===== src/hdl/g2l_pkg.sv =====
`default_nettype none

package g2l_pkg;

  // Table geometry
  localparam int FIRST_YEAR  = 2000;
  localparam int TABLE_YEARS = 50;
  localparam int TBL_DEPTH   = 50;
  localparam int TIDX_W      = (TBL_DEPTH > 1) ? $clog2(TBL_DEPTH) : 1;
  localparam int YEAR_BIAS   = 2000 - FIRST_YEAR;

  // One walk stage per possible month step, plus the front and finish stages
  localparam int WALK_STEPS = 12;
  localparam int PIPE_LAT   = WALK_STEPS + 2;

  // Month index bounds of the walk
  localparam logic [3:0] IDX_FIRST = 4'd1;
  localparam logic [3:0] IDX_LAST  = 4'd13;
  localparam logic [3:0] MON_LAST  = 4'd12;

  // Month lengths and festival month code
  localparam logic [4:0] LEN_SHORT  = 5'd29;
  localparam logic [4:0] LEN_LONG   = 5'd30;
  localparam logic [1:0] SPRING_JAN = 2'd1;

  // Year offset of 2100, a century year that is not leap
  localparam logic [6:0] YOFF_2100 = 7'd100;

  // Per-year word: leap month, month lengths, festival month and day
  localparam logic [23:0] LUNAR_WORDS [TBL_DEPTH] = '{
    24'h0C9645, 24'h4D4AB8, 24'h0D4A4C, 24'h0DA541, 24'h25AAB6, 24'h056A49, 24'h7AADBD,
    24'h025D52, 24'h092D47, 24'h5C95BA, 24'h0A954E, 24'h0B4A43, 24'h4B5537, 24'h0AD54A,
    24'h955ABF, 24'h04BA53, 24'h0A5B48, 24'h652BBC, 24'h052B50, 24'h0A9345, 24'h474AB9,
    24'h06AA4C, 24'h0AD541, 24'h24DAB6, 24'h04B64A, 24'h69573D, 24'h0A4E51, 24'h0D2646,
    24'h5E933A, 24'h0D534D, 24'h05AA43, 24'h36B537, 24'h096D4B, 24'hB4AEBF, 24'h04AD53,
    24'h0A4D48, 24'h6D25BC, 24'h0D254F, 24'h0D5244, 24'h5DAA38, 24'h0B5A4C, 24'h056D41,
    24'h24ADB6, 24'h049B4A, 24'h7A4BBE, 24'h0A4B51, 24'h0AA546, 24'h5B52BA, 24'h06D24E,
    24'h0ADA42
  };

  localparam logic [8:0] DAYS_BEFORE [12] = '{
    9'd0, 9'd31, 9'd59, 9'd90, 9'd120, 9'd151, 9'd181, 9'd212, 9'd243, 9'd273, 9'd304, 9'd334
  };

  // State carried down the month walk
  typedef struct packed {
    logic        ok;       // month valid and all needed table words exist
    logic        fwd;      // walking forward from the festival
    logic [23:0] word;     // table word of the lunar year walked
    logic [8:0]  rem;      // days still to place
    logic [3:0]  mon_idx;  // month index 1..13
    logic [3:0]  lm;       // lunar month number
    logic        flag;     // inside the leap month
    logic [6:0]  ly;       // lunar year offset
  } walk_t;

  // Length of month index i in word w
  function automatic logic [4:0] month_len(logic [23:0] w, logic [3:0] i);
    logic [4:0] bitpos;
    bitpos = 5'd20 - {1'b0, i};
    if (i < IDX_FIRST || i > IDX_LAST) return LEN_SHORT;
    return w[bitpos] ? LEN_LONG : LEN_SHORT;
  endfunction

endpackage

`default_nettype wire


===== src/hdl/g2l_front.sv =====
`default_nettype none

module g2l_front (
  input  wire logic              clk,
  input  wire logic              rst_n,
  input  wire logic              in_vld,
  input  wire logic [6:0]        yoff,
  input  wire logic [3:0]        month,
  input  wire logic [4:0]        day,
  output logic                   vld_r,
  output g2l_pkg::walk_t         walk_r
);

  logic signed [9:0] tidx, pidx, sun, spring;
  logic              cur_ok, prv_ok, mon_ok, leap_yr, fwd;
  logic [23:0]       cur_w, prv_w;
  logic [8:0]        dbm;
  logic [3:0]        pleap;
  g2l_pkg::walk_t    walk_nxt;

  // Table indexes for this year and the one before
  assign tidx = $signed({3'b000, yoff}) + $signed(10'(g2l_pkg::YEAR_BIAS));
  assign pidx = tidx - 10'sd1;

  assign cur_ok = (tidx >= 10'sd0) && (tidx < $signed(10'(g2l_pkg::TABLE_YEARS)))
               && (tidx < $signed(10'(g2l_pkg::TBL_DEPTH)));
  assign prv_ok = (pidx >= 10'sd0) && (pidx < $signed(10'(g2l_pkg::TABLE_YEARS)))
               && (pidx < $signed(10'(g2l_pkg::TBL_DEPTH)));

  assign cur_w = cur_ok ? g2l_pkg::LUNAR_WORDS[tidx[g2l_pkg::TIDX_W-1:0]] : '0;
  assign prv_w = prv_ok ? g2l_pkg::LUNAR_WORDS[pidx[g2l_pkg::TIDX_W-1:0]] : '0;

  // Day of year, zero based; Feb 29 counts in Gregorian leap years
  assign mon_ok  = (month >= 4'd1) && (month <= g2l_pkg::MON_LAST);
  assign dbm     = mon_ok ? g2l_pkg::DAYS_BEFORE[4'(month - 4'd1)] : '0;
  // 2000 is leap (divisible by 400), 2100 is not
  assign leap_yr = (yoff[1:0] == 2'b00) && (yoff != g2l_pkg::YOFF_2100);
  assign sun     = $signed({1'b0, dbm}) + $signed({5'b00000, day}) - 10'sd1
                 + $signed({9'b0, leap_yr && (month > 4'd2)});

  // Festival day of year, zero based
  assign spring = (cur_w[6:5] == g2l_pkg::SPRING_JAN)
                ? $signed({5'b00000, cur_w[4:0]}) - 10'sd1
                : $signed({5'b00000, cur_w[4:0]}) + 10'sd30;

  assign fwd   = (sun >= spring);
  assign pleap = prv_w[23:20];

  // Initial walk state
  always_comb begin
    walk_nxt.ok   = mon_ok && cur_ok && (fwd || prv_ok);
    walk_nxt.fwd  = fwd;
    walk_nxt.flag = 1'b0;
    if (fwd) begin
      walk_nxt.word    = cur_w;
      walk_nxt.rem     = 9'(sun - spring);
      walk_nxt.mon_idx = g2l_pkg::IDX_FIRST;
      walk_nxt.lm      = 4'd1;
      walk_nxt.ly      = yoff;
    end else begin
      walk_nxt.word    = prv_w;
      walk_nxt.rem     = 9'(spring - sun);
      walk_nxt.mon_idx = (pleap == 4'd0) ? g2l_pkg::MON_LAST : g2l_pkg::IDX_LAST;
      walk_nxt.lm      = g2l_pkg::MON_LAST;
      walk_nxt.ly      = yoff - 7'd1;
    end
  end

  always_ff @(posedge clk) begin
    if (!rst_n) begin
      vld_r <= 1'b0;
    end else begin
      vld_r <= in_vld;
    end
  end

  always_ff @(posedge clk) begin
    walk_r <= walk_nxt;
  end

endmodule

`default_nettype wire


===== src/hdl/g2l_step.sv =====
`default_nettype none

module g2l_step (
  input  wire logic              clk,
  input  wire logic              rst_n,
  input  wire logic              vld_i,
  input  wire g2l_pkg::walk_t    walk_i,
  output logic                   vld_r,
  output g2l_pkg::walk_t         walk_r
);

  logic [4:0]     len;
  logic [3:0]     leap, lm_dec;
  logic           adv, flag_fwd;
  g2l_pkg::walk_t walk_nxt;

  assign len    = g2l_pkg::month_len(walk_i.word, walk_i.mon_idx);
  assign leap   = walk_i.word[23:20];
  assign lm_dec = walk_i.flag ? walk_i.lm : walk_i.lm - 4'd1;

  // Step past the current month while the remaining days overrun it
  assign adv = walk_i.fwd
             ? ((walk_i.rem >= {4'b0000, len}) && (walk_i.mon_idx < g2l_pkg::IDX_LAST))
             : ((walk_i.rem >  {4'b0000, len}) && (walk_i.mon_idx > g2l_pkg::IDX_FIRST));

  assign flag_fwd = !walk_i.flag;

  always_comb begin
    walk_nxt = walk_i;
    if (adv) begin
      walk_nxt.rem = walk_i.rem - {4'b0000, len};
      if (walk_i.fwd) begin
        walk_nxt.mon_idx = walk_i.mon_idx + 4'd1;
        // leap month repeats the number: count up only when leaving it
        if (walk_i.lm == leap) begin
          walk_nxt.flag = flag_fwd;
          walk_nxt.lm   = flag_fwd ? walk_i.lm : walk_i.lm + 4'd1;
        end else begin
          walk_nxt.lm   = walk_i.lm + 4'd1;
        end
      end else begin
        walk_nxt.mon_idx = walk_i.mon_idx - 4'd1;
        walk_nxt.lm      = lm_dec;
        if (lm_dec == leap) begin
          walk_nxt.flag = !walk_i.flag;
        end
      end
    end
  end

  always_ff @(posedge clk) begin
    if (!rst_n) begin
      vld_r <= 1'b0;
    end else begin
      vld_r <= vld_i;
    end
  end

  always_ff @(posedge clk) begin
    walk_r <= walk_nxt;
  end

endmodule

`default_nettype wire


===== src/hdl/g2l_finish.sv =====
`default_nettype none

module g2l_finish (
  input  wire logic              clk,
  input  wire logic              rst_n,
  input  wire logic              vld_i,
  input  wire g2l_pkg::walk_t    walk_i,
  output logic                   out_vld_r,
  output logic [6:0]             year_r,
  output logic [3:0]             month_r,
  output logic [4:0]             day_r,
  output logic                   ok_r
);

  logic [4:0] len, ld;

  // Day within the month the walk stopped on
  assign len = g2l_pkg::month_len(walk_i.word, walk_i.mon_idx);
  assign ld  = walk_i.fwd ? walk_i.rem[4:0] + 5'd1
                          : len - walk_i.rem[4:0] + 5'd1;

  always_ff @(posedge clk) begin
    if (!rst_n) begin
      out_vld_r <= 1'b0;
    end else begin
      out_vld_r <= vld_i;
    end
  end

  // Out-of-range items report all zeros
  always_ff @(posedge clk) begin
    ok_r    <= walk_i.ok;
    year_r  <= walk_i.ok ? walk_i.ly : 7'd0;
    month_r <= walk_i.ok ? walk_i.lm : 4'd0;
    day_r   <= walk_i.ok ? ld : 5'd0;
  end

endmodule

`default_nettype wire


===== src/hdl/gregorian_to_lunar_date.sv =====
// A result strobes on out_valid once its transaction has passed the front, walk and finish registers.
// Throughput: one transaction per cycle; busy stays low outside reset.
// The twelve month-walk stages, one lunar month step each, set the pipeline depth.
// Reset: synchronous, active low; clears all stage valid bits, holds busy high
// during reset, and busy drops the cycle after rst_n rises. The receiver cannot stall.
`default_nettype none

module gregorian_to_lunar_date (
  input  wire logic        clk,
  input  wire logic        rst_n,
  input  wire logic        start,
  output logic             busy,
  input  wire logic [6:0]  in_year_offset,
  input  wire logic [3:0]  in_month,
  input  wire logic [4:0]  in_day,
  output logic             out_valid,
  output logic [6:0]       out_lunar_year,
  output logic [3:0]       out_lunar_month,
  output logic [4:0]       out_lunar_day,
  output logic             out_in_range
);

  logic                          busy_r;
  logic [g2l_pkg::WALK_STEPS:0]  vld;
  g2l_pkg::walk_t                walk [g2l_pkg::WALK_STEPS+1];

  // Busy only while in reset
  always_ff @(posedge clk) begin
    if (!rst_n) begin
      busy_r <= 1'b1;
    end else begin
      busy_r <= 1'b0;
    end
  end

  assign busy = busy_r;

  // Festival offset and walk setup
  g2l_front u_front (
    .clk    (clk),
    .rst_n  (rst_n),
    .in_vld (start && !busy_r),
    .yoff   (in_year_offset),
    .month  (in_month),
    .day    (in_day),
    .vld_r  (vld[0]),
    .walk_r (walk[0])
  );

  // Month walk, one step per stage
  for (genvar s = 0; s < g2l_pkg::WALK_STEPS; s++) begin : g_walk
    g2l_step u_step (
      .clk    (clk),
      .rst_n  (rst_n),
      .vld_i  (vld[s]),
      .walk_i (walk[s]),
      .vld_r  (vld[s+1]),
      .walk_r (walk[s+1])
    );
  end

  // Lunar day and output register
  g2l_finish u_finish (
    .clk       (clk),
    .rst_n     (rst_n),
    .vld_i     (vld[g2l_pkg::WALK_STEPS]),
    .walk_i    (walk[g2l_pkg::WALK_STEPS]),
    .out_vld_r (out_valid),
    .year_r    (out_lunar_year),
    .month_r   (out_lunar_month),
    .day_r     (out_lunar_day),
    .ok_r      (out_in_range)
  );

  // Every result traces back to a transaction accepted at the front of the pipeline
  a_res_has_src: assert property (@(posedge clk) disable iff (!rst_n)
    out_valid |-> $past(start && !busy, g2l_pkg::PIPE_LAT))
    else $error("result without accepted transaction");

  // Out-of-range results carry zero fields
  a_oor_zero: assert property (@(posedge clk) disable iff (!rst_n)
    (out_valid && !out_in_range) |->
      (out_lunar_year == 7'd0 && out_lunar_month == 4'd0 && out_lunar_day == 5'd0))
    else $error("out-of-range result not zeroed");

  // A bad Gregorian month never yields an in-range result
  a_bad_month: assert property (@(posedge clk) disable iff (!rst_n)
    (out_valid && ($past(in_month, g2l_pkg::PIPE_LAT) == 4'd0
                || $past(in_month, g2l_pkg::PIPE_LAT) > g2l_pkg::MON_LAST)) |->
      !out_in_range)
    else $error("invalid month reported in range");

  // Lunar year is the Gregorian year or the one before
  a_year_track: assert property (@(posedge clk) disable iff (!rst_n)
    (out_valid && out_in_range) |->
      (out_lunar_year == $past(in_year_offset, g2l_pkg::PIPE_LAT)
    || out_lunar_year == 7'($past(in_year_offset, g2l_pkg::PIPE_LAT) - 7'd1)))
    else $error("lunar year does not track input year");

endmodule

`default_nettype wire

===== config.mk =====
export PLATFORM = sky130hd
export DESIGN_NAME = gregorian_to_lunar_date
export DESIGN_NICKNAME = d
export VERILOG_FILES = /design/src/hdl/g2l_pkg.sv /design/src/hdl/g2l_front.sv /design/src/hdl/g2l_step.sv /design/src/hdl/g2l_finish.sv /design/src/hdl/gregorian_to_lunar_date.sv
export SDC_FILE = /design/constraint.sdc
export NUM_CORES = 1
export LEC_CHECK = 0
export ABC_AREA = 1
export BUFFER_PORTS_ARGS = -buffer_cell sky130_fd_sc_hd__buf_2
export CORE_MARGIN = 2
export CORE_UTILIZATION = 40
export DETAILED_ROUTE_END_ITERATION = 10
export SLEW_MARGIN = 5
export SYNTH_ARGS = -nofsm -noshare
export SYNTH_HDL_FRONTEND = slang
export SYNTH_HIERARCHICAL = 1
export SYNTH_SLANG_ARGS = --single-unit

===== constraint.sdc =====
create_clock -name clk -period 6.5 [get_ports clk]
set_input_delay 0.325 -clock clk [delete_from_list [all_inputs] [get_ports clk]]
set_output_delay 0.325 -clock clk [all_outputs]
set_load 0.05 [all_outputs]

==> results of run 1 <==
## worst max-delay path, stage by stage
cell	delay, ns
dlygate4sd3_1	0.52
buf_2	0.13
inv_1	0.12
o311ai_0	0.51
ha_1	0.33
inv_1	0.06
ha_1	0.20
inv_1	0.09
fa_1	0.41
o21ai_0	0.42
a21oi_1	0.12
o21ai_0	0.21
xor2_1	0.23
inv_1	0.07
ha_1	0.42
nand2_1	0.11
nor2_1	0.18
nand3b_1	0.13
nand4_1	0.14
nand2_1	0.09
nor2_2	0.58
nand3_1	0.18
nand2_1	0.12
## power breakdown
group	total [mW]	switching, mW	internal, mW
combinational	12.2	7.79	4.45
sequential	8.07	1.84	6.23
clock	4.38	1.73	2.65
total	24.7	11.4	13.3
## layer usage
metal | routed length [um] | track usage
met5 | 9 | 0
met4 | 2540 | 0.0692
met3 | 3600 | 0.0271
met1 | 39600 | 0.245
met2 | 40900 | 0.324
## repair_timing
action                                  4_1_cts  5_1_grt
endpoints found under the setup margin        0        0
buffers inserted                              0        0
hold buffers                                  3        0
hold endpoints to repair                      3        0
## state kept, by name, indices dropped and copies added, names as in the netlist
name / count
busy: 1
g_walk.u_step/vld_r: 12
g_walk.u_step/walk_r: 607
u_finish/day_r: 5
u_finish/month_r: 4
u_finish/ok_r: 1
u_finish/out_vld_r: 1
u_finish/year_r: 7
u_front/vld_r: 1
u_front/walk_r: 45
## layout by cell type, fill, tap and decap left out, drive strengths merged, types with 27 or more instances in the layout
cell type,n
ha,164
xor2,198
a21oi,151
inv,576
dfxtp,684
nand2,1506
nand3,385
nand3b,27
buf,47
clkbuf,94
nor2,575
o21ai,372
## through the flow
step	area, um^2	hold WS [ns]
6_report	38600	0.150
3_3_place_gp	35900	0.310
2_1_floorplan	35300	0.310
4_1_cts	38600	0.0937
5_1_grt	38600	0.127
3_5_place_dp	35900	0.312
## final cells by class
type | instances | share of cell area
clock inverter | 35 | 0.0151
tap | 1155 | 0.0375
inverter | 574 | 0.0559
timing repair buffer | 50 | 0.00785
clock buffer | 94 | 0.0520
sequential | 684 | 0.355
multi-input combinational | 3528 | 0.477
## final timing paths
check	startpoint	to	cells past startpoint
max	in_year_offset[6]	u_front/walk_r[40]$_DFF_P_	23
min reg2reg	g_walk[0].u_step/walk_r[50]$_DFF_P_	g_walk[1].u_step/walk_r[50]$_DFF_P_	0
min	in_year_offset[1]	u_front/walk_r[1]$_DFF_P_	3
max reg2reg	g_walk[7].u_step/walk_r[12]$_DFF_P_	g_walk[8].u_step/walk_r[23]$_DFF_P_	20
==> impl_metrics.py, run 1 <==
metrics = {
    "clock_network": {
        "max-clock-path-buffers": 3,
        "cts-htree-levels": 3,
        "cts_resized": 0,
        "numClockSinks": 684,
        "numCtsBuffers": 73,
        "clk_latency_ns": 0.62,
        "clockRootBuffer": "clkbuf_16",
        "cts_tree": "yes",
        "clkTransAtPathRegs_ns": 0.06,
    },
    "pwr": {
        "powerDensity_mw_per_mm2": 640,
        "p_leak_nw": 18.9,
        "irDropWorstVdd_v": 0.000365,
        "p_total_mw": 24.7,
    },
    "routing": {
        "drt_drc_violations_left": 0,
        "first_pass_iters": 6,
        "drt-total-wl_um": 86600,
        "viasPerCell": 4.83,
        "routedWlPerCell_um": 14.1,
        "final_antenna_net_count": 0,
        "dr_total_vias": 29500,
        "drtIter0Drc": 2092,
    },
    "setup_path": {
        "ff2ff_setup_slack_ns": 2.29,
        "cp.required_ns": 7.06,
        "crit_path_max_fanout": 16,
        "cp.arrival_ns": 5.68,
        "cp-start-kind": "input port",
        "end_kind": "flop",
        "crit_type": "input port to flop",
    },
    "placement": {
        "place.gp.congestion": 0.946,
        "place_inst": 5988,
        "place_hpwl_um": 65500,
        "io_buffers": 37,
        "dp_slack_ns": 0.897,
    },
    "final_layout": {
        "fillCellCount": 8963,
        "synthToLayoutAreaGrowth_pct": 9.35,
        "multiInputGateArea_mm2": 0.0184,
        "regArea_mm2": 0.0137,
        "fin_nets": 5110,
        "final_cells": 6120,
        "drive_gt1_frac": 0.0761,
        "fin_util": 0.443,
        "antenna_cells": 0,
    },
    "global_route": {
        "overflow": 0,
        "antenna_found_initial": 1,
        "grt_use_total": 0.191,
        "grt_start_max_net_pins": 58,
        "grt_pass1_wl_um": 143000,
        "grt_pass1_vias": 28100,
    },
    "sta": {
        "max_freq_ghz": 0.195,
        "fin_skew_ns": 0.0263,
        "setup_viol": 0,
        "tightest_slew_ns": 0.979,
        "tns_ns": 0,
        "finalCritPeriodShare": 0.788,
        "relSlewSlack": 0.346,
        "fin_crit_ns": 5.12,
        "finalHoldViolCount": 0,
        "rsz0062_at_grt": "no",
        "worst_slack_ns": 1.38,
        "drv_slew": 0,
    },
    "floorplan": {
        "die_x_um": 301,
        "io-pin-count": 38,
        "placement_rows": 108,
        "die_area_mm2": 0.0905,
        "start_util": 0.405,
        "coreArea_mm2": 0.0870,
        "die_h_um": 301,
    },
    "min_path": {
        "hold_class": "input port to flop",
    },
    "run": {
        "drv_cap": 0,
    },
    "status": {
        "status": "completed",
    },
    "yosys": {
        "syn-instance-count": 4944,
        "avgSynthCellArea_um2": 7.13,
        "synth_area_mm2": 0.0353,
        "ys_warn_count": 6,
    },
}
No activity file was read; power rests on OpenSTA's default activity.
==> run 2: changes to the inputs <==
--- a/config.mk
+++ b/config.mk
@@ -5,7 +5,7 @@
 export SDC_FILE = /design/constraint.sdc
 export NUM_CORES = 1
 export LEC_CHECK = 0
-export ABC_AREA = 1
+export ABC_AREA = 0
 export BUFFER_PORTS_ARGS = -buffer_cell sky130_fd_sc_hd__buf_2
 export CORE_MARGIN = 2
 export CORE_UTILIZATION = 40
==> constraint.sdc (replaced) <==
create_clock -name clk -period 4.3 [get_ports clk]
set_input_delay 0.215 -clock clk [delete_from_list [all_inputs] [get_ports clk]]
set_output_delay 0.215 -clock clk [all_outputs]
set_load 0.05 [all_outputs]
==> run 2 against run 1 <==
  * Via count shrank 20%
  * Non-clock buffer count grew 161
  * Setup slack lost 1.2 ns
  * Critical path depth shrank 12
  * Synthesized cell count shrank 34%
  * Critical endpoint is now g_walk[6].u_step/walk_r[17]$_DFF_P_
==> impl_metrics.py, run 2 <==
metrics = {
    "final_layout": {
        "top_regs": "g_walk.u_step/walk_r x607, u_front/walk_r x45, g_walk.u_step/vld_r x12",
        "final_cell_mix": "dfxtp_1 (684), nor2_1 (253), nand2_1 (223)",
        "fillCellCount": 7536,
        "largest_register": "g_walk.u_step/walk_r",
        "fin_nets": 3562,
        "synthToLayoutAreaGrowth_pct": 13.3,
        "final_cells": 4477,
        "largest_register_ffs": 607,
        "antenna_cells": 0,
        "drive_gt1_frac": 0.159,
        "final_common_cell": "dfxtp_1",
    },
    "routing": {
        "viasPerCell": 5.25,
        "drt_drc_violations_left": 0,
        "dr_total_vias": 23500,
        "routedWlPerCell_um": 16.4,
        "first_pass_iters": 5,
        "drtIter0Drc": 1774,
        "final_antenna_net_count": 0,
        "drt-total-wl_um": 73300,
    },
    "sta": {
        "finalHoldViolCount": 0,
        "max_freq_ghz": 0.244,
        "fin_skew_ns": 0.0207,
        "finalCritPeriodShare": 0.951,
        "drv_slew": 0,
        "rsz0062_at_grt": "yes",
        "relSlewSlack": 0.353,
        "fin_crit_ns": 4.09,
        "setup_viol": 0,
        "tightest_slew_ns": 0.964,
    },
    "placement": {
        "place_hpwl_um": 54300,
        "place.gp.congestion": 0.911,
        "place_inst": 4346,
        "io_buffers": 37,
    },
    "global_route": {
        "grt_use_total": 0.176,
        "grt_pass1_vias": 23000,
        "grt_start_max_net_pins": 63,
        "overflow": 0,
        "grt_pass1_wl_um": 121000,
        "antenna_found_initial": 0,
    },
    "floorplan": {
        "die_x_um": 289,
        "coreArea_mm2": 0.0805,
        "io-pin-count": 38,
        "placement_rows": 104,
        "die_h_um": 289,
        "start_util": 0.404,
        "die_area_mm2": 0.0837,
    },
    "min_path": {
        "hold_start": "in_year_offset[4]",
        "hold_class": "input port to flop",
    },
    "pwr": {
        "pwr-share-clk": 0.189,
        "comb_power_share": 0.464,
        "p_switching_mw": 12.7,
        "powerDensity_mw_per_mm2": 892,
        "p_total_mw": 32.9,
        "irDropWorstVdd_v": 0.000408,
        "intPower_mw": 20.2,
        "switching_share": 0.387,
        "p_leak_nw": 15.2,
        "pwr-share-seq": 0.347,
    },
    "clock_network": {
        "clockRootBuffer": "clkbuf_16",
        "numClockSinks": 684,
        "numCtsBuffers": 71,
        "cts-htree-levels": 3,
        "max-clock-path-buffers": 3,
        "clk_latency_ns": 0.62,
        "cts_tree": "yes",
        "clkTransAtPathRegs_ns": 0.06,
    },
    "setup_path": {
        "end_kind": "flop",
        "crit_path_max_fanout": 15,
        "cp-start-kind": "flop",
        "rr_startpoint": "g_walk[5].u_step/walk_r[13]$_DFF_P_",
        "cp.required_ns": 4.81,
        "crit_type": "flop to flop",
        "startpoint": "g_walk[5].u_step/walk_r[13]$_DFF_P_",
        "cp.arrival_ns": 4.60,
    },
    "run": {
        "drv_cap": 0,
    },
    "yosys": {
        "synth_area_mm2": 0.0325,
        "syn-instance-count": 3287,
        "avgSynthCellArea_um2": 9.90,
        "ys_warn_count": 6,
    },
    "status": {
        "status": "completed",
    },
}
## run 2: metal layers
metal  vias to the layer above  wire [um]  global-route usage
met5                         -          0                   0
met4                         0       2140              0.0640
li1                      11800          -                   -
met3                       138       4050              0.0342
met2                       607      35500               0.303
met1                     11000      31700               0.219
## run 2: path summary, 6_finish.rpt
| kind | to | slack (ns) | cells past startpoint |
|---|---|---|---|
| setup / recovery | g_walk[6].u_step/walk_r[17]$_DFF_P_ | 0.21 | 11 |
| hold / removal | u_front/walk_r[4]$_DFF_P_ | 0.15 | 3 |
| setup reg to reg | g_walk[6].u_step/walk_r[17]$_DFF_P_ | 0.21 | 11 |
| hold reg to reg | g_walk[7].u_step/walk_r[6]$_DFF_P_ | 0.31 | 0 |
## run 2: critical path, stage by stage (launching register included)
cell and delay, ns:
dfxtp_1 0.32, inv_1 0.07, ha_1 0.54, mux4_2 0.41, mux4_2 0.53, o21ai_0 0.47, ha_1 0.22, nand2_1 0.07
or3b_4 0.42, o311a_4 0.42, nand2_2 0.18, mux2_2 0.35
## run 2: power by group through the flow
stage | Clock [mW] | Combinational (mW) | Sequential [mW]
final | 6.20 | 15.3 | 11.4
after global routing | 6.65 | 17.2 | 11.8
after CTS | 6.38 | 15.4 | 11.5
after detailed placement | 0 | 15.3 | 11.6
after global placement | 0 | 15.2 | 11.5
after floorplan | 0 | 12.8 | 10.5
## run 2: final cells by class
class	count	area [um^2]	area share
clock buffer	98	2010	0.0545
clock inverter	29	414	0.0112
inverter	148	561	0.0152
multi-input combinational	2247	17300	0.469
sequential	684	13700	0.371
tap	1060	1330	0.0360
timing repair buffer	211	1560	0.0423
## run 2: stage by stage
stage / hold slack, ns / cell area [um^2] / utilization / setup WS (ns) / TNS (ns)
final: 0.148 / 36900 / 0.458 / 0.209 / 0
after global routing: 0.134 / 36900 / 0.458 / -0.0871 / -0.290
after CTS: 0.0988 / 36800 / 0.457 / 0.0752 / 0
after detailed placement: 0.312 / 34400 / 0.427 / -0.292 / -7.76
after global placement: 0.310 / 34400 / 0.427 / -0.180 / -2.92
after floorplan: 0.272 / 32600 / - / 0.00536 / 0
## run 2: repair_timing
action,CTS,global route
buffers inserted,0,1
gates resized for setup,0,6
endpoints found under the setup margin,0,47
endpoints found under the hold margin,16,0
hold buffers,3,0
